$ cat src/design/assert_macros.svh
// shared assertion macros, clocked on clk_i
`ifndef ASSERT_MACROS_SVH
`define ASSERT_MACROS_SVH

// checked only while out of reset
`define HTS_ASSERT(lbl, prop, msg) \
  lbl: assert property (@(posedge clk_i) disable iff (!rst_ni) prop) \
    else $error(msg);

// checked at every edge, reset included
`define HTS_ASSERT_ALWAYS(lbl, prop, msg) \
  lbl: assert property (@(posedge clk_i) prop) else $error(msg);

`endif

$ cat src/design/hts_pkg.sv
`timescale 1ns / 1ps

package hts_pkg;

  localparam int COEF_FRAC_BITS = 32;

  localparam int COEF_W     = 48;
  localparam int TEMP_RAW_W = 14;
  localparam int HUM_RAW_W  = 12;
  localparam int TEMP_OUT_W = 12;
  localparam int HUM_OUT_W  = 10;

  localparam int NUM_REGS   = 7;
  localparam int REG_IDX_W  = 3;
  localparam int NUM_STAGES = 8;

  // intermediate widths, exact for any 48-bit coefficient
  localparam int D2T_W   = COEF_W + TEMP_RAW_W + 1;   // d2 * t
  localparam int C2H_W   = COEF_W + HUM_RAW_W + 1;    // c2 * h, c3 * h
  localparam int DT_W    = 64;                         // d1 + d2 * t
  localparam int LIN_W   = C2H_W + 1;                  // c1 + c2 * h
  localparam int SQ_W    = C2H_W + HUM_RAW_W + 1;      // c3 * h * h
  localparam int RH_W    = SQ_W + 1;                   // linear humidity
  localparam int TB_W    = 64;                         // t1 - t2 * t
  localparam int HALF_W  = 32;                         // partial product split
  localparam int PP_W    = 2 * HALF_W;
  localparam int XPP_W   = PP_W + 1;                   // mixed-sign partial products
  localparam int CROSS_W = XPP_W + 1;
  localparam int WIDE_W  = 128;
  localparam int TW_W    = DT_W + 4;                   // 10 * dT
  localparam int CLAMP_W = 2 * COEF_FRAC_BITS + 7;     // 0..100 at 2F fraction bits
  localparam int H10_W   = CLAMP_W + 4;

  localparam logic signed [DT_W-1:0] TEMP_REF = 64'sd25 <<< COEF_FRAC_BITS;
  localparam logic [WIDE_W-1:0] HUM_LIMIT = 128'd100 << (2 * COEF_FRAC_BITS);

  localparam logic [TW_W-1:0] TEMP_NEG_LIMIT = TW_W'(2048);
  localparam logic [TW_W-1:0] TEMP_POS_LIMIT = TW_W'(2047);
  localparam logic [TEMP_OUT_W-1:0] TEMP_NEG_SAT = 12'h800;
  localparam logic [TEMP_OUT_W-1:0] TEMP_POS_SAT = 12'h7FF;
  localparam logic [HUM_OUT_W-1:0] HUM_MAX = 10'd1000;

  localparam logic signed [COEF_W-1:0] RST_HUM_C1  = -48'sd8790939061;
  localparam logic signed [COEF_W-1:0] RST_HUM_C2  = 48'sd157625300;
  localparam logic signed [COEF_W-1:0] RST_HUM_C3  = -48'sd6853;
  localparam logic signed [COEF_W-1:0] RST_TEMP_D1 = -48'sd170080704922;
  localparam logic signed [COEF_W-1:0] RST_TEMP_D2 = 48'sd42949673;
  localparam logic signed [COEF_W-1:0] RST_COMP_T1 = 48'sd42949673;
  localparam logic signed [COEF_W-1:0] RST_COMP_T2 = 48'sd343597;

  typedef enum logic [REG_IDX_W-1:0] {
    REG_HUM_C1  = 3'd0,
    REG_HUM_C2  = 3'd1,
    REG_HUM_C3  = 3'd2,
    REG_TEMP_D1 = 3'd3,
    REG_TEMP_D2 = 3'd4,
    REG_COMP_T1 = 3'd5,
    REG_COMP_T2 = 3'd6
  } hts_reg_e;

  typedef struct packed {
    logic signed [COEF_W-1:0] c1;
    logic signed [COEF_W-1:0] c2;
    logic signed [COEF_W-1:0] c3;
    logic signed [COEF_W-1:0] d1;
    logic signed [COEF_W-1:0] d2;
    logic signed [COEF_W-1:0] t1;
    logic signed [COEF_W-1:0] t2;
  } hts_coef_t;

  typedef struct packed {
    logic [NUM_STAGES-1:0] load;  // stage takes a new request this edge
    logic [NUM_STAGES-1:0] vld;   // stage holds a request
  } hts_ctl_t;

endpackage

$ cat src/design/hts_back.sv
`timescale 1ns / 1ps
`include "assert_macros.svh"

module hts_back (
  input  logic                               clk_i,
  input  logic                               rst_ni,
  input  hts_pkg::hts_ctl_t                  ctl_i,
  input  logic [hts_pkg::WIDE_W-1:0]         rhc_i,
  input  logic [hts_pkg::TEMP_OUT_W-1:0]     temp_i,
  output logic [hts_pkg::TEMP_OUT_W-1:0]     temperature_tenths_o,
  output logic [hts_pkg::HUM_OUT_W-1:0]      humidity_tenths_o
);
  import hts_pkg::*;

  logic [CLAMP_W-1:0]    clamp_d, clamp_q;
  logic [TEMP_OUT_W-1:0] temp6_q, temp7_q;
  logic [H10_W-1:0]      clamp_ext, h10;
  logic [HUM_OUT_W-1:0]  hum_d, hum_q;

  // clamp compensated humidity to 0..100
  always_comb begin
    if (rhc_i[WIDE_W-1]) begin
      clamp_d = '0;
    end else if (rhc_i > HUM_LIMIT) begin
      clamp_d = HUM_LIMIT[CLAMP_W-1:0];
    end else begin
      clamp_d = rhc_i[CLAMP_W-1:0];
    end
  end

  always_ff @(posedge clk_i) begin
    if (ctl_i.load[6]) begin
      clamp_q <= clamp_d;
      temp6_q <= temp_i;
    end
  end

  assign clamp_ext = {{(H10_W-CLAMP_W){1'b0}}, clamp_q};
  assign h10       = (clamp_ext << 3) + (clamp_ext << 1);
  assign hum_d     = h10[2*COEF_FRAC_BITS +: HUM_OUT_W];

  always_ff @(posedge clk_i) begin
    if (ctl_i.load[7]) begin
      hum_q   <= hum_d;
      temp7_q <= temp6_q;
    end
  end

  assign temperature_tenths_o = temp7_q;
  assign humidity_tenths_o    = hum_q;

  `HTS_ASSERT(a_neg_clamps_zero, ctl_i.load[6] && rhc_i[WIDE_W-1] |=> clamp_q == '0, "negative humidity not clamped to zero")
  `HTS_ASSERT(a_hum_in_range, ctl_i.vld[NUM_STAGES-1] |-> hum_q <= HUM_MAX, "humidity result above one hundred percent")

endmodule

$ cat config.mk
export PLATFORM = sky130hd
export DESIGN_NAME = hts_back
export DESIGN_NICKNAME = d
export VERILOG_FILES = /design/src/design/hts_pkg.sv /design/src/design/hts_back.sv
export VERILOG_INCLUDE_DIRS = /design/src /design/src/design
export SDC_FILE = /design/constraint.sdc
export NUM_CORES = 1
export LEC_CHECK = 0
export ABC_CLOCK_PERIOD_IN_PS = 3520
export BUFFER_PORTS_ARGS = -buffer_cell sky130_fd_sc_hd__buf_2
export CORE_UTILIZATION = 54
export DETAILED_ROUTE_END_ITERATION = 10
export GPL_ROUTABILITY_DRIVEN = 1
export PLACE_DENSITY = 0.8
export REMOVE_ABC_BUFFERS = 1
export SETUP_SLACK_MARGIN = 0.2
export SLEW_MARGIN = 10
export SYNTH_ARGS = -nofsm -noshare
export SYNTH_HDL_FRONTEND = slang
export SYNTH_SLANG_ARGS = --single-unit
$ cat constraint.sdc
create_clock -name clk_i -period 3.52 [get_ports clk_i]
set_input_delay 1.056 -clock clk_i [delete_from_list [all_inputs] [get_ports clk_i]]
set_output_delay 1.056 -clock clk_i [all_outputs]
set_load 0.02 [all_outputs]
==> impl_metrics.env <==
export IMPL_placedCellCount=985
export IMPL_die_x_um=115.1
export IMPL_synth_compound_gate_area_share_pct=18.68
export IMPL_timing_max_cap_violations=0
export IMPL_required_ns=3.62
export IMPL_synthFlopType="edfxtp_1"
export IMPL_dieArea_um2=13260
export IMPL_ys_warn_count=0
export IMPL_relSlewSlack_pct=29.83
export IMPL_crit_family="simple AND/OR/NAND/NOR gates"
export IMPL_max_stage_delay_ns=0.52
export IMPL_grt_pass1_wl_um=28120
export IMPL_p_leak_nw=3.424
export IMPL_rows=40
export IMPL_synth_edf_count=105
export IMPL_period_minus_slack_ns=3.241
export IMPL_synth_area_per_cell_um2=10.55
export IMPL_cpMaxStageDelayCell="or4_4"
export IMPL_io_pins=180
export IMPL_clk_latency_ns=0.36
export IMPL_dp_hpwl_um=14340
export IMPL_start_util_pct=56.38
export IMPL_drtPass1Iterations=5
export IMPL_clkSlewWorstSetupHoldPaths_ns=0.07
export IMPL_synth_top_family_by_area="simple AND/OR/NAND/NOR gates"
export IMPL_synth_adder_area_share_pct=12.31
export IMPL_crit_buf_inv=0
export IMPL_hold_class="register to register"
export IMPL_vias_per_cell=6.002
export IMPL_numCtsBuffers=9
export IMPL_final_nets=1054
export IMPL_gr_total_overflow=0
export IMPL_setup_violations=0
export IMPL_path_max_fanout=6
export IMPL_yosys_mux_area_fraction_pct=0
export IMPL_cts_path_max_buffers=2
export IMPL_drtAntennaViolNets=0
export IMPL_ys_seq_area_share_pct=45.61
export IMPL_wl_per_cell_um=17.98
export IMPL_worst_slew_pin_transition_ns=1.053
export IMPL_track_usage_pct=27.87
export IMPL_grt_setup_unrepaired="yes"
export IMPL_htreeDepth=3
export IMPL_ys_top_cells_by_area="edfxtp_1, ha_1, and2_1"
export IMPL_io_buffers=164
export IMPL_p_per_area_nw_per_um2=382.3
export IMPL_cts_sinks=105
export IMPL_yosys_register_bits=105
export IMPL_vias=6008
export IMPL_hold_buffers=0
export IMPL_first_global_vias=5709
export IMPL_die_h_um=115.1
export IMPL_yosys_area_share_simple_pct=21.38
export IMPL_syn2layout_area_growth_pct=20.45
export IMPL_cts_tree="built"
export IMPL_arrival_ns=3.34
export IMPL_grt_antenna_before_repair=0
export IMPL_drive_above_1_share_pct=24.49
export IMPL_synth_cell_types=53
export IMPL_fin_skew_ns=0.008943
export IMPL_cp_common_cell="o221ai_2"
export IMPL_cts_root_buf="clkbuf_16"
export IMPL_syn_inst=655
export IMPL_max_vdd_ir_drop_mv=0.3211
export IMPL_synth_async_reset_ratio_pct=0
export IMPL_period_share_pct=92.07
export IMPL_grt_max_degree=84
export IMPL_final_cells=1001
export IMPL_drcViolationCount=0
export IMPL_max_freq_mhz=308.6
export IMPL_wl_um=18000
export IMPL_yosysTopAreaCellShare_pct=45.61
export IMPL_antennaDiodeCount=0
export IMPL_crit_type="register to register"
export IMPL_synth_top_cell_by_area="edfxtp_1"
export IMPL_synth_area_um2=6913
export IMPL_hold_violations=0
export IMPL_cp_cell_sequence="ha_1 -> nand2_1 -> or3_4 -> or4_4 -> o221ai_2 -> o221ai_2 -> a2111oi_4 -> o21ai_0 -> nor3b_2"
export IMPL_maxSlewViolCount=0
export IMPL_worst_setup_path_start_kind="register"
export IMPL_synth_xor_area_share_pct=0.8869
export IMPL_outcome="complete, no violations"
export IMPL_core_um2=12260
export IMPL_worstSetupEndpointType="register"
export IMPL_drt_first_iter_violations=502
export IMPL_gp_congestion=0.8684
export IMPL_fin_hold_ws_ns=0.4217
export IMPL_cts_setup_buffers=0
-- logic make-up after synthesis --
| family | after synthesis |
|---|---|
| flip-flops | 105 |
| adder cells (fa/ha/maj) | 68 |
| buffers and inverters | 21 |
| AO/OA/AOI/OAI | 194 |
| XOR/XNOR | 7 |
| AND/OR/NAND/NOR | 260 |
-- power breakdown --
part           switching, mW  internal (mW)  total, mW
logic                  0.405          0.291      0.696
clock network          0.478          0.495      0.973
registers             0.0465           1.47       1.51
-- worst reg2reg max path, cell delays in order (launching register included) --
cell       delay (ns)
edfxtp_1         0.46
ha_1             0.42
nand2_1          0.10
or3_4            0.41
or4_4            0.53
o221ai_2         0.25
o221ai_2         0.17
a2111oi_4        0.39
o21ai_0          0.11
nor3b_2          0.16
-- through the flow --
| step | power, mW | util, % | cell area, um2 | setup TNS, ns | setup WS (ns) |
|---|---|---|---|---|---|
| floorplan | 1.956 | - | 6868 | -149.10 | -2.192 |
| global placement | 2.199 | 65.20 | 7995 | 0 | 0.06195 |
| detailed placement | 2.219 | 65.20 | 7995 | 0 | 0.005343 |
| CTS | 3.187 | 67.55 | 8283 | 0 | 0.2452 |
| global route | 3.328 | 67.91 | 8327 | 0 | 0.1797 |
| finish | 3.183 | 67.91 | 8327 | 0 | 0.2791 |
-- metal layers --
layer | GRT usage [%] | vias up | routed length, um
li1 | - | 2960 | -
met1 | 38.76 | 2818 | 8246
met2 | 44.86 | 211 | 8498
met3 | 4.323 | 19 | 919
met4 | 8.831 | 0 | 334
met5 | 0 | - | 0
-- worst paths after layout --
check	to	start	depth (start not counted)	slack, ns
worst min-delay path	temperature_tenths_o[0]$_DFFE_PP_	temp6_q[0]$_DFFE_PP_	0	0.42
worst max-delay path	humidity_tenths_o[7]$_DFFE_PP_	clamp_q[16]$_SDFFCE_PP0P_	9	0.28
worst max register to register	humidity_tenths_o[7]$_DFFE_PP_	clamp_q[16]$_SDFFCE_PP0P_	9	0.28
worst min register to register	temperature_tenths_o[0]$_DFFE_PP_	temp6_q[0]$_DFFE_PP_	0	0.42
-- flip-flops by register name, summed over array words and instances, names as in the netlist --
signal and count:
temperature_tenths_o 12, humidity_tenths_o 10, clamp_q 71, temp6_q 12
-- cells in the final DEF, fill, tap and decap left out, types with 8 or more instances in the layout --
master and count:
a211oi_1 8, a21o_1 31, a21oi_1 65, and2_1 72, and4_1 9, buf_2 163, buf_4 10, clkbuf_16 9
edfxtp_1 105, ha_1 65, inv_1 9, nand2_1 41, nand3_1 27, nand4_1 19, nor2_1 20, nor3_1 8
nor4_1 37, o211ai_1 9, o21a_1 11, o21ai_0 19
-- layout make-up --
type,instances,area (um2)
fillers,962,3935
multi-input cells,529,3731
flip-flops and latches,105,3153
repair buffers,174,910.9
clock buffers,9,225.2
well taps,168,210.2
clock inverters,7,62.56
inverters,9,33.78
-- what timing repair did --
| action | CTS | global route |
|---|---|---|
| endpoints found under the hold margin | 0 | 0 |
| resized for setup | 0 | 4 |
| setup endpoints to repair | 0 | 18 |
-- cells in the mapped netlist, types with 2 or more instances --
library cell,instances
edfxtp_1,105
and2_1,72
ha_1,68
a21oi_1,65
nand2_1,41
nor4_1,39
a21o_1,31
nand3_1,27
nor2_1,20
nand4_1,19
o21ai_0,19
clkbuf_1,12
o21a_1,11
and4_1,9
inv_1,9
o211ai_1,9
a211oi_1,8
nor3_1,8
and3_1,7
a31oi_1,6
o21ai_1,6
o21bai_1,6
a221oi_1,5
nand2b_1,5
o31ai_1,5
xor2_1,4
o22ai_1,3
or3_1,3
xnor2_1,3
a2111oi_0,2
a221o_1,2
nor2b_1,2
nor3b_1,2
o21ba_2,2
o221ai_2,2
Note: power is estimated with default switching activity, not from simulation.
