File: config.mk
export PLATFORM = sky130hd
export DESIGN_NAME = hts_ctrl
export DESIGN_NICKNAME = d
export VERILOG_FILES = /design/src/design/hts_pkg.sv /design/src/design/hts_ctrl.sv
export VERILOG_INCLUDE_DIRS = /design/src /design/src/design
export SDC_FILE = /design/constraint.sdc
export NUM_CORES = 1
export LEC_CHECK = 0
export BUFFER_PORTS_ARGS = -buffer_cell sky130_fd_sc_hd__buf_4
export CAP_MARGIN = 20
export CORE_AREA = 2 2 39 41
export DETAILED_ROUTE_END_ITERATION = 6
export DIE_AREA = 0 0 41 43
export MAX_ROUTING_LAYER = met4
export PLACE_DENSITY = 0.63
export SLEW_MARGIN = 20
export SYNTH_ARGS = -nofsm -noshare
export SYNTH_HDL_FRONTEND = slang
export SYNTH_SLANG_ARGS = --single-unit
File: constraint.sdc
create_clock -name clk_i -period 1 [get_ports clk_i]
set_input_delay 0.05 -clock clk_i [delete_from_list [all_inputs] [get_ports clk_i]]
set_output_delay 0.05 -clock clk_i [all_outputs]
set_load 0.05 [all_outputs]
File: src/design/assert_macros.svh
// shared assertion macros, clocked on clk_i
`ifndef ASSERT_MACROS_SVH
`define ASSERT_MACROS_SVH

// checked only while out of reset
`define HTS_ASSERT(lbl, prop, msg) \
  lbl: assert property (@(posedge clk_i) disable iff (!rst_ni) prop) \
    else $error(msg);

// checked at every edge, reset included
`define HTS_ASSERT_ALWAYS(lbl, prop, msg) \
  lbl: assert property (@(posedge clk_i) prop) else $error(msg);

`endif

File: src/design/hts_pkg.sv
`timescale 1ns / 1ps

package hts_pkg;

  localparam int COEF_FRAC_BITS = 32;

  localparam int COEF_W     = 48;
  localparam int TEMP_RAW_W = 14;
  localparam int HUM_RAW_W  = 12;
  localparam int TEMP_OUT_W = 12;
  localparam int HUM_OUT_W  = 10;

  localparam int NUM_REGS   = 7;
  localparam int REG_IDX_W  = 3;
  localparam int NUM_STAGES = 8;

  // intermediate widths, exact for any 48-bit coefficient
  localparam int D2T_W   = COEF_W + TEMP_RAW_W + 1;   // d2 * t
  localparam int C2H_W   = COEF_W + HUM_RAW_W + 1;    // c2 * h, c3 * h
  localparam int DT_W    = 64;                         // d1 + d2 * t
  localparam int LIN_W   = C2H_W + 1;                  // c1 + c2 * h
  localparam int SQ_W    = C2H_W + HUM_RAW_W + 1;      // c3 * h * h
  localparam int RH_W    = SQ_W + 1;                   // linear humidity
  localparam int TB_W    = 64;                         // t1 - t2 * t
  localparam int HALF_W  = 32;                         // partial product split
  localparam int PP_W    = 2 * HALF_W;
  localparam int XPP_W   = PP_W + 1;                   // mixed-sign partial products
  localparam int CROSS_W = XPP_W + 1;
  localparam int WIDE_W  = 128;
  localparam int TW_W    = DT_W + 4;                   // 10 * dT
  localparam int CLAMP_W = 2 * COEF_FRAC_BITS + 7;     // 0..100 at 2F fraction bits
  localparam int H10_W   = CLAMP_W + 4;

  localparam logic signed [DT_W-1:0] TEMP_REF = 64'sd25 <<< COEF_FRAC_BITS;
  localparam logic [WIDE_W-1:0] HUM_LIMIT = 128'd100 << (2 * COEF_FRAC_BITS);

  localparam logic [TW_W-1:0] TEMP_NEG_LIMIT = TW_W'(2048);
  localparam logic [TW_W-1:0] TEMP_POS_LIMIT = TW_W'(2047);
  localparam logic [TEMP_OUT_W-1:0] TEMP_NEG_SAT = 12'h800;
  localparam logic [TEMP_OUT_W-1:0] TEMP_POS_SAT = 12'h7FF;
  localparam logic [HUM_OUT_W-1:0] HUM_MAX = 10'd1000;

  localparam logic signed [COEF_W-1:0] RST_HUM_C1  = -48'sd8790939061;
  localparam logic signed [COEF_W-1:0] RST_HUM_C2  = 48'sd157625300;
  localparam logic signed [COEF_W-1:0] RST_HUM_C3  = -48'sd6853;
  localparam logic signed [COEF_W-1:0] RST_TEMP_D1 = -48'sd170080704922;
  localparam logic signed [COEF_W-1:0] RST_TEMP_D2 = 48'sd42949673;
  localparam logic signed [COEF_W-1:0] RST_COMP_T1 = 48'sd42949673;
  localparam logic signed [COEF_W-1:0] RST_COMP_T2 = 48'sd343597;

  typedef enum logic [REG_IDX_W-1:0] {
    REG_HUM_C1  = 3'd0,
    REG_HUM_C2  = 3'd1,
    REG_HUM_C3  = 3'd2,
    REG_TEMP_D1 = 3'd3,
    REG_TEMP_D2 = 3'd4,
    REG_COMP_T1 = 3'd5,
    REG_COMP_T2 = 3'd6
  } hts_reg_e;

  typedef struct packed {
    logic signed [COEF_W-1:0] c1;
    logic signed [COEF_W-1:0] c2;
    logic signed [COEF_W-1:0] c3;
    logic signed [COEF_W-1:0] d1;
    logic signed [COEF_W-1:0] d2;
    logic signed [COEF_W-1:0] t1;
    logic signed [COEF_W-1:0] t2;
  } hts_coef_t;

  typedef struct packed {
    logic [NUM_STAGES-1:0] load;  // stage takes a new request this edge
    logic [NUM_STAGES-1:0] vld;   // stage holds a request
  } hts_ctl_t;

endpackage

File: src/design/hts_ctrl.sv
`timescale 1ns / 1ps
`include "assert_macros.svh"

module hts_ctrl (
  input  logic              clk_i,
  input  logic              rst_ni,
  input  logic              in_valid_i,
  output logic              in_ready_o,
  output logic              out_valid_o,
  input  logic              out_ready_i,
  output hts_pkg::hts_ctl_t ctl_o
);
  import hts_pkg::*;

  logic [NUM_STAGES-1:0] vld_q, vld_d;
  logic [NUM_STAGES:0]   en;
  logic [NUM_STAGES-1:0] vin;

  // a stage moves when it is empty or the one after it moves
  always_comb begin
    en[NUM_STAGES] = out_ready_i;
    for (int k = NUM_STAGES - 1; k >= 0; k--) begin
      en[k] = !vld_q[k] || en[k+1];
    end
  end

  assign vin = {vld_q[NUM_STAGES-2:0], in_valid_i};

  always_comb begin
    for (int k = 0; k < NUM_STAGES; k++) begin
      vld_d[k] = en[k] ? vin[k] : vld_q[k];
    end
  end

  always_ff @(posedge clk_i or negedge rst_ni) begin
    if (!rst_ni) begin
      vld_q <= '0;
    end else begin
      vld_q <= vld_d;
    end
  end

  assign ctl_o.load  = en[NUM_STAGES-1:0] & vin;
  assign ctl_o.vld   = vld_q;
  assign in_ready_o  = en[0];
  assign out_valid_o = vld_q[NUM_STAGES-1];

  `HTS_ASSERT(a_ready_when_out_empty, !vld_q[NUM_STAGES-1] |-> in_ready_o, "input stalled with empty output stage")
  `HTS_ASSERT(a_accept_lands, in_valid_i && in_ready_o |=> vld_q[0], "accepted request missing from first stage")
  `HTS_ASSERT_ALWAYS(a_reset_empty, !rst_ni |=> !out_valid_o, "output valid after reset")

endmodule

==> flow_summary.json, run 1 <==
{
  "drcViolationCount": 0,
  "whs_path_depth": 3,
  "grt_max_degree": 9,
  "cp.required_ps": 950,
  "critPathArrivalTime_ps": 1310,
  "crit_family": "simple AND/OR/NAND/NOR gates",
  "min_from": "out_ready_i",
  "yosys.area_share.simple_pct": 16.67,
  "die_w_um": 41,
  "finalSetupViolCount": 20,
  "wirelength_mm": 1.186,
  "via_per_inst": 4.798,
  "p_total_mw": 2.177,
  "max-vdd-ir-drop_mv": 1.297,
  "cp-end-kind": "primary output",
  "crit_chain": "and4b_4, and2b_4, buf_8",
  "rsz0062_at_grt": "yes",
  "yosysSeqAreaShare_pct": 50.31,
  "htreeDepth": 1,
  "first_iter_violations": 4,
  "num_antenna_cells": 0,
  "yosys.area_share.adder_pct": 0,
  "utilization_pct": 67.90,
  "die_h_um": 43,
  "period_needed_ps": 1359,
  "slew_viol_final": 0,
  "hold_viol_final": 0,
  "place_area_um2": 678.2,
  "yosys_warnings": 0,
  "die_area_um2": 1763,
  "synth.avg_cell_area_um2": 11.37,
  "finalSetupTns_ps": -4352,
  "synth_top_family_by_area": "compound AO/OA/AOI/OAI gates",
  "status": "finished with violations",
  "ys_types": 18,
  "syn_nets": 39,
  "clkLatencyLatePin_ps": 260,
  "path_buf_inv": 1,
  "cts.sink_count": 8,
  "slowest_delay_ps": 410,
  "syn_inst": 35,
  "reg2reg_from": "vld_q[7]",
  "rows": 14,
  "violations": "negative setup slack",
  "synth-xor-area-share_pct": 0,
  "maxCapViolCount": 0,
  "clock_path_buffers": 2,
  "start_util_pct": 28.75,
  "wl_per_cell_um": 13.33,
  "layout-drive-gt1-share_pct": 79.45,
  "top_regs": "vld_q x8",
  "period_share_pct": 135.9,
  "largest-register": "vld_q",
  "cts_tree": "built",
  "largest_reg_flops": 8,
  "ant_nets": 0,
  "synth_area_um2": 397.9,
  "fin_nets": 78,
  "max_freq_mhz": 736.0,
  "first_global_vias": 440,
  "first_pass_iters": 2,
  "clk_pin_slew_ps": 50,
  "r2r_end": "vld_q[3]",
  "worst_slack_ps": -358.8,
  "core_um2": 1384,
  "antenna_found_initial": 0,
  "cts_buffers": 3,
  "muxShareOfSynthArea_pct": 0,
  "r2r_slack_ps": -270,
  "fin_skew_ps": 7.336,
  "cts_root_buf": "clkbuf_4",
  "syn_to_final_growth_pct": 136.2,
  "ys_ff_latch": 8,
  "startpoint_type": "register",
  "crit_slowest_cell": "dfrtp_2",
  "path_max_fanout": 5,
  "hold_ws_ps": 103.4,
  "p_per_area_nw_per_um2": 2317,
  "worst-setup-path-type": "register to primary output",
  "port-buffer-count": 21,
  "io_pins": 22,
  "grt-ovfl-total": 0,
  "worstRegToRegCells": 4,
  "hold_path_class": "input pin to register",
  "grt_pass1_wl_mm": 1.952,
  "track_usage_pct": 17.46,
  "dp_hpwl_um": 660.9,
  "vias": 427,
  "gp_congestion": 0.6857,
  "p_leak_nw": 0.4183,
  "max_slew_margin_pct": 86.05,
  "max_slew.worst_pin.slew_ps": 209.3,
  "post-route-cell-area_um2": 939.7,
  "hold_path_end": "vld_q[7]",
  "synth_compound_area_share_pct": 23.58
}
## synthesized netlist by cell type
cell type	n	share of area (%)
nand2b_1	2	3.1
a31o_2	1	2.2
buf_6	1	2.8
nand4_1	1	1.6
a21boi_0	3	5.7
a41o_1	1	2.5
and2b_1	2	3.8
a21o_1	3	5.7
a31oi_1	2	3.1
and4b_4	1	3.5
inv_1	3	2.8
dfrtp_1	8	50
and3_1	1	1.6
and2_1	1	1.6
buf_4	2	3.8
a31o_1	1	2.2
a41oi_1	1	2.2
or2_1	1	1.6
## placed cells by master (no fill, tap or decap)
master         count
a31o_1             1
a41oi_4            1
clkbuf_1           1
and4b_4            1
buf_8              9
and3_4             1
and4b_2            1
buf_6             19
or2_1              1
nand2b_4           1
clkbuf_4           3
a31o_4             1
inv_1              3
and2_4             1
a41o_1             1
nand4_1            1
nand2b_1           1
and2b_4            1
dfrtp_2            8
a21o_1             3
a31oi_4            2
and2b_1            1
buf_4              6
dlygate4sd3_1      2
a21boi_2           3
## what timing repair did
action | 4_1_cts | 5_1_grt
buffers inserted | 4 | 3
pin swaps | 8 | 4
setup endpoints to repair | 22 | 25
hold buffers | 2 | 0
endpoints found under the hold margin | 9 | 0
cloned | 1 | 0
gates resized for setup | 39 | 4
## per-layer routing
layer,up-vias,GRT usage [%],routed length [µm]
li1,206,-,-
met1,205,21.26,462
met2,14,25.00,647
met3,2,4.712,67
met4,0,10.00,8
met5,-,-,0
## worst max path at each step
stage,start,to,slack (ps),cells after the start
after global placement,vld_q[5],ctl_o[13],-170,3
after floorplan,vld_q[6],in_ready_o,-530,3
after global routing,vld_q[5],ctl_o[13],-400,3
after CTS,vld_q[7],ctl_o[8],-370,3
after detailed placement,vld_q[5],ctl_o[13],-180,3
final,vld_q[7],ctl_o[13],-360,3
## report_power, final
part,internal (mW),total (mW),switching [mW],leakage (nW)
Combinational,0.658,1.46,0.806,0.325
Sequential,0.388,0.445,0.0563,0.0786
Clock,0.153,0.268,0.115,0.0150
## worst min-delay path, cell delays in order
cell and delay (ps):
buf_4 90, nand2b_4 110, nand2b_1 50
## final cells by class
class                   instances  area [µm²]
fillers                       107       444.2
repair buffers                 36       414.1
multi-input cells              22       257.7
flip-flops and latches          8       210.2
clock buffers                   4       26.28
well taps                      16       20.02
inverters                       3       11.26
## stage by stage
| step | instances | setup WS (ps) |
|---|---|---|
| 2_1_floorplan | 35 | -527.5 |
| 3_3_place_gp | 76 | -172.9 |
| 3_5_place_dp | 76 | -180.5 |
| 4_1_cts | 87 | -371.7 |
| 5_1_grt | 89 | -398.3 |
| 6_report | 89 | -358.8 |
## logic make-up (layout without fill, tap and decap cells)
family	Yosys count	count (layout)
simple gates	9	10
buf+inv	6	43
compound gates	12	12
flops	8	8
No activity file was read; power rests on OpenSTA's default activity.
==> run 2, diff against run 1 <==
--- a/config.mk
+++ b/config.mk
@@ -13,6 +13,7 @@
 export DIE_AREA = 0 0 41 43
 export MAX_ROUTING_LAYER = met4
 export PLACE_DENSITY = 0.63
+export RECOVER_POWER = 100
 export SLEW_MARGIN = 20
 export SYNTH_ARGS = -nofsm -noshare
 export SYNTH_HDL_FRONTEND = slang
==> flow_summary.json, run 2 (synthesized netlist as in run 1, its figures left out) <==
{
  "cts_tree": "built",
  "core_um2": 1384,
  "die_w_um": 41,
  "hold_path_class": "input pin to register",
  "crit_slowest_cell": "dfrtp_2",
  "track_usage_pct": 17.46,
  "clk_pin_slew_ps": 50,
  "cp-end-kind": "primary output",
  "die_h_um": 43,
  "wirelength_mm": 1.176,
  "period_share_pct": 135.8,
  "clkLatencyLatePin_ps": 260,
  "vias": 429,
  "period_needed_ps": 1358,
  "clock_path_buffers": 2,
  "combPwrFrac_pct": 67.2,
  "status": "finished with violations",
  "rsz0062_at_grt": "yes",
  "cp.required_ps": 950,
  "first_pass_iters": 2,
  "layout-drive-gt1-share_pct": 78.08,
  "max_slew.worst_pin.slew_ps": 432.6,
  "power_switching_mw": 0.9775,
  "first_iter_violations": 4,
  "largest-register": "vld_q",
  "grt_pass1_wl_mm": 1.952,
  "antenna_found_initial": 0,
  "seqPwrFrac_pct": 20.4,
  "max-vdd-ir-drop_mv": 1.297,
  "cts_root_buf": "clkbuf_4",
  "hold_ws_ps": 103.4,
  "fin_skew_ps": 7.336,
  "first_global_vias": 440,
  "largest_reg_flops": 8,
  "path_max_fanout": 5,
  "swShare_pct": 44.95,
  "rows": 14,
  "hold_viol_final": 0,
  "die_area_um2": 1763,
  "cts_buffers": 3,
  "final_common_cell": "buf_6",
  "finalSetupTns_ps": -4349,
  "finalSetupViolCount": 20,
  "violations": "negative setup slack",
  "port-buffer-count": 21,
  "slowest_delay_ps": 410,
  "critPathArrivalTime_ps": 1310,
  "grt_max_degree": 9,
  "worst-setup-path-type": "register to primary output",
  "wl_per_cell_um": 13.21,
  "via_per_inst": 4.820,
  "io_pins": 22,
  "start_util_pct": 28.75,
  "gp_congestion": 0.6857,
  "top_regs": "vld_q x8",
  "syn_to_final_growth_pct": 135.2,
  "max_freq_mhz": 736.2,
  "crit_chain": "and4b_4, and2b_4, buf_8",
  "layout_common_cells": "19 x buf_6, 9 x buf_8, 8 x dfrtp_2",
  "ant_nets": 0,
  "num_antenna_cells": 0,
  "worst_slack_ps": -358.3,
  "power_frac_clock_pct": 12.3,
  "slew_viol_final": 0,
  "htreeDepth": 1,
  "dp_hpwl_um": 660.9,
  "p_per_area_nw_per_um2": 2324,
  "startpoint_type": "register",
  "drcViolationCount": 0,
  "maxCapViolCount": 0,
  "p_leak_nw": 0.4146,
  "max_slew_margin_pct": 71.16,
  "fin_nets": 78,
  "p_int_mw": 1.197,
  "grt-ovfl-total": 0,
  "cts.sink_count": 8
}
==> run 2: cell count changes in the layout (fill, tap and decap cells not counted) <==
| cell | delta |
|---|---|
| buf_4 | -1 |
| clkbuf_1 | +1 |
==> run 2: routing by layer <==
metal | global-route usage [%] | share of wire [%] | vias up
met5 | - | 0 | -
met4 | 10.00 | 0.68 | 0
met3 | 4.712 | 5.7 | 2
met2 | 25.00 | 55 | 14
met1 | 21.26 | 38 | 207
li1 | - | - | 206
==> run 2: path summary, 6_finish.rpt <==
| kind | start | endpoint | slack [ps] | depth (start not counted) |
|---|---|---|---|---|
| worst min-delay path | out_ready_i | vld_q[7] | 100 | 3 |
| worst max register to register | vld_q[7] | vld_q[3] | -270 | 4 |
| worst min register to register | vld_q[2] | vld_q[3] | 590 | 2 |
| min in group asynchronous | rst_ni | vld_q[5] | 240 | 2 |
| max in group asynchronous | rst_ni | vld_q[1] | 430 | 2 |
| worst max-delay path | vld_q[7] | ctl_o[13] | -360 | 3 |
==> run 2: final cells by class <==
class / count / area [µm²]
timing repair buffer: 36 / 410.4
sequential: 8 / 210.2
fill: 109 / 447.9
tap: 16 / 20.02
clock buffer: 4 / 26.28
multi-input combinational: 22 / 257.7
inverter: 3 / 11.26
==> run 2: metrics by stage <==
step | area [µm²] | utilization [%] | setup slack (ps) | total power, mW | std cells
2_1_floorplan | 481.7 | - | -527.5 | 1.256 | 35
3_3_place_gp | 678.2 | 49.01 | -172.9 | 1.529 | 76
3_5_place_dp | 678.2 | 49.01 | -180.5 | 1.530 | 76
4_1_cts | 913.4 | 66.00 | -371.7 | 2.128 | 87
5_1_grt | 935.9 | 67.63 | -398.3 | 2.275 | 89
6_report | 935.9 | 67.63 | -358.3 | 2.175 | 89
==> run 2: power by group through the flow <==
stage | Clock [mW] | Sequential [mW] | Combinational (mW)
floorplan | 0 | 0.669 | 0.587
global placement | 0 | 0.432 | 1.10
detailed placement | 0 | 0.433 | 1.10
CTS | 0.278 | 0.446 | 1.40
global route | 0.299 | 0.454 | 1.52
finish | 0.268 | 0.444 | 1.46
==> run 2: critical path, delay by kind of cell, from the launching register on <==
kind / cells / cell delay, ps
buffers and inverters: 1 / 140
DFF: 1 / 410
and+or+nand+nor: 2 / 510
==> run 2: what timing repair did <==
item,4_1_cts,5_1_grt
hold buffers,2,0
hold endpoints to repair,9,0
resized for setup,39,4
pin swaps,8,4
setup endpoints to repair,22,25
setup buffers,4,3
gates cloned,1,0
==> run 3, diff against run 2 <==
--- a/config.mk
+++ b/config.mk
@@ -8,11 +8,12 @@
 export LEC_CHECK = 0
 export BUFFER_PORTS_ARGS = -buffer_cell sky130_fd_sc_hd__buf_4
 export CAP_MARGIN = 20
-export CORE_AREA = 2 2 39 41
+export CELL_PAD_IN_SITES_DETAIL_PLACEMENT = 0
+export CELL_PAD_IN_SITES_GLOBAL_PLACEMENT = 1
+export CORE_UTILIZATION = 26
 export DETAILED_ROUTE_END_ITERATION = 6
-export DIE_AREA = 0 0 41 43
 export MAX_ROUTING_LAYER = met4
-export PLACE_DENSITY = 0.63
+export PLACE_DENSITY = 0.72
 export RECOVER_POWER = 100
 export SLEW_MARGIN = 20
 export SYNTH_ARGS = -nofsm -noshare
==> flow_summary.json, run 3 (synthesized netlist as in run 1, its figures left out) <==
{
  "maxCapViolCount": 0,
  "p_per_area_nw_per_um2": 2357,
  "grt_pass1_wl_mm": 1.738,
  "htreeDepth": 1,
  "cts_buffers": 3,
  "largest-register": "vld_q",
  "startpoint_type": "register",
  "fin_cells": 85,
  "first_iter_violations": 4,
  "grt-ovfl-total": 0,
  "cp-end-kind": "primary output",
  "port-buffer-count": 21,
  "crit_chain": "and4b_4, and2b_4, buf_6",
  "place_area_um2": 699.4,
  "syn_to_final_growth_pct": 118.2,
  "start_util_pct": 29.12,
  "period_needed_ps": 1389,
  "clk_pin_slew_ps": 50,
  "wirelength_mm": 1.191,
  "worst-setup-path-type": "register to primary output",
  "track_usage_pct": 17.33,
  "critPathArrivalTime_ps": 1340,
  "placed_cells": 78,
  "crit_slowest_cell": "dfrtp_2",
  "cts_root_buf": "clkbuf_4",
  "hold_path_class": "input pin to register",
  "max-vdd-ir-drop_mv": 1.424,
  "largest_reg_flops": 8,
  "cts.sink_count": 8,
  "ant_nets": 0,
  "io_pins": 22,
  "hold_ws_ps": 6.247,
  "die_area_um2": 1691,
  "num_antenna_cells": 0,
  "max_slew_margin_pct": 71.00,
  "rows": 13,
  "cts_tree": "built",
  "p_leak_nw": 0.3919,
  "clock_path_buffers": 2,
  "r2r_slack_ps": -310,
  "first_pass_iters": 4,
  "reg2reg_from": "vld_q[7]",
  "drcViolationCount": 0,
  "hold_path_end": "vld_q[0]",
  "slew_viol_final": 0,
  "cp.required_ps": 950,
  "status": "finished with violations",
  "layout-drive-gt1-share_pct": 80.00,
  "max_slew.worst_pin.slew_ps": 435.0,
  "final_common_cell": "buf_6",
  "rsz0062_at_grt": "yes",
  "die_w_um": 41.12,
  "min_from": "in_valid_i",
  "vias": 417,
  "utilization_pct": 63.55,
  "r2r_end": "vld_q[0]",
  "max_freq_mhz": 720.0,
  "violations": "negative setup slack",
  "crit_start": "vld_q[7]",
  "worst_slack_ps": -388.8,
  "whs_path_depth": 2,
  "path_max_fanout": 8,
  "slowest_delay_ps": 400,
  "finalSetupViolCount": 20,
  "core_um2": 1366,
  "post-route-cell-area_um2": 868.3,
  "worstRegToRegCells": 4,
  "die_h_um": 41.12,
  "clkLatencyLatePin_ps": 250,
  "layout_common_cells": "15 x buf_6, 10 x buf_4, 8 x dfrtp_2",
  "fin_nets": 76,
  "p_total_mw": 2.047,
  "fin_skew_ps": 4.271,
  "first_global_vias": 409,
  "top_regs": "vld_q x8",
  "gp_congestion": 0.6279,
  "grt_max_degree": 9,
  "via_per_inst": 4.906,
  "antenna_found_initial": 0,
  "period_share_pct": 138.9,
  "wl_per_cell_um": 14.01,
  "hold_viol_final": 0
}
[run 3: changes by cell type in the layout (fill, tap and decap cells not counted), sizes merged]
| cell | delta |
|---|---|
| and4b | -1 |
| buf | -1 |
| dlygate4sd3 | -1 |
[run 3: area by class of cell]
cell class                      count  area (µm²)
Sequential cell                     8       210.2
Tap cell                           15       18.77
Timing Repair Buffer               35       367.9
Inverter                            3       11.26
Multi-Input combinational cell     21       237.7
Clock buffer                        3       22.52
Fill cell                         113       498.0
[run 3: layer usage]
layer  up-vias  part of all wire [%]  global-route usage, %
met1       199                    36                  16.22
met5         -                     0                      -
met3         4                   5.0                  6.522
met2        16                    57                  30.08
met4         0                   2.2                  9.677
li1        198                     -                      -
[run 3: report_power, final]
group / internal (mW) / switching (mW) / total (mW)
registers: 0.389 / 0.0501 / 0.439
logic: 0.583 / 0.788 / 1.37
clock network: 0.137 / 0.100 / 0.237
total: 1.11 / 0.939 / 2.05
[run 3: how the worst max path moves through the flow]
stage                             to  cells past startpoint
after detailed placement    vld_q[0]                      3
after global routing       ctl_o[13]                      3
after CTS                  ctl_o[13]                      3
final                      ctl_o[13]                      3
after global placement      vld_q[0]                      3
after floorplan           in_ready_o                      3
[run 3: timing repair]
| item | CTS | global route |
|---|---|---|
| endpoints found under the setup margin | 24 | 24 |
| hold endpoints to repair | 8 | 0 |
| pin swaps | 4 | 2 |
| hold buffers | 1 | 0 |
| gates cloned | 0 | 0 |
| gates resized for setup | 26 | 8 |
| buffers inserted | 2 | 2 |
[run 3: critical path, delay by kind of cell, from the launching register on]
kind / cells / cell delay [ps]
and+or+nand+nor: 2 / 540
DFF: 1 / 400
buffers and inverters: 1 / 150
[run 3: per-stage QoR]
step	setup TNS (ps)	setup WS, ps
floorplan	-4088	-527.5
global placement	-1171	-142.1
detailed placement	-1363	-165.6
CTS	-4457	-383.7
global route	-5306	-427.4
finish	-4460	-388.8
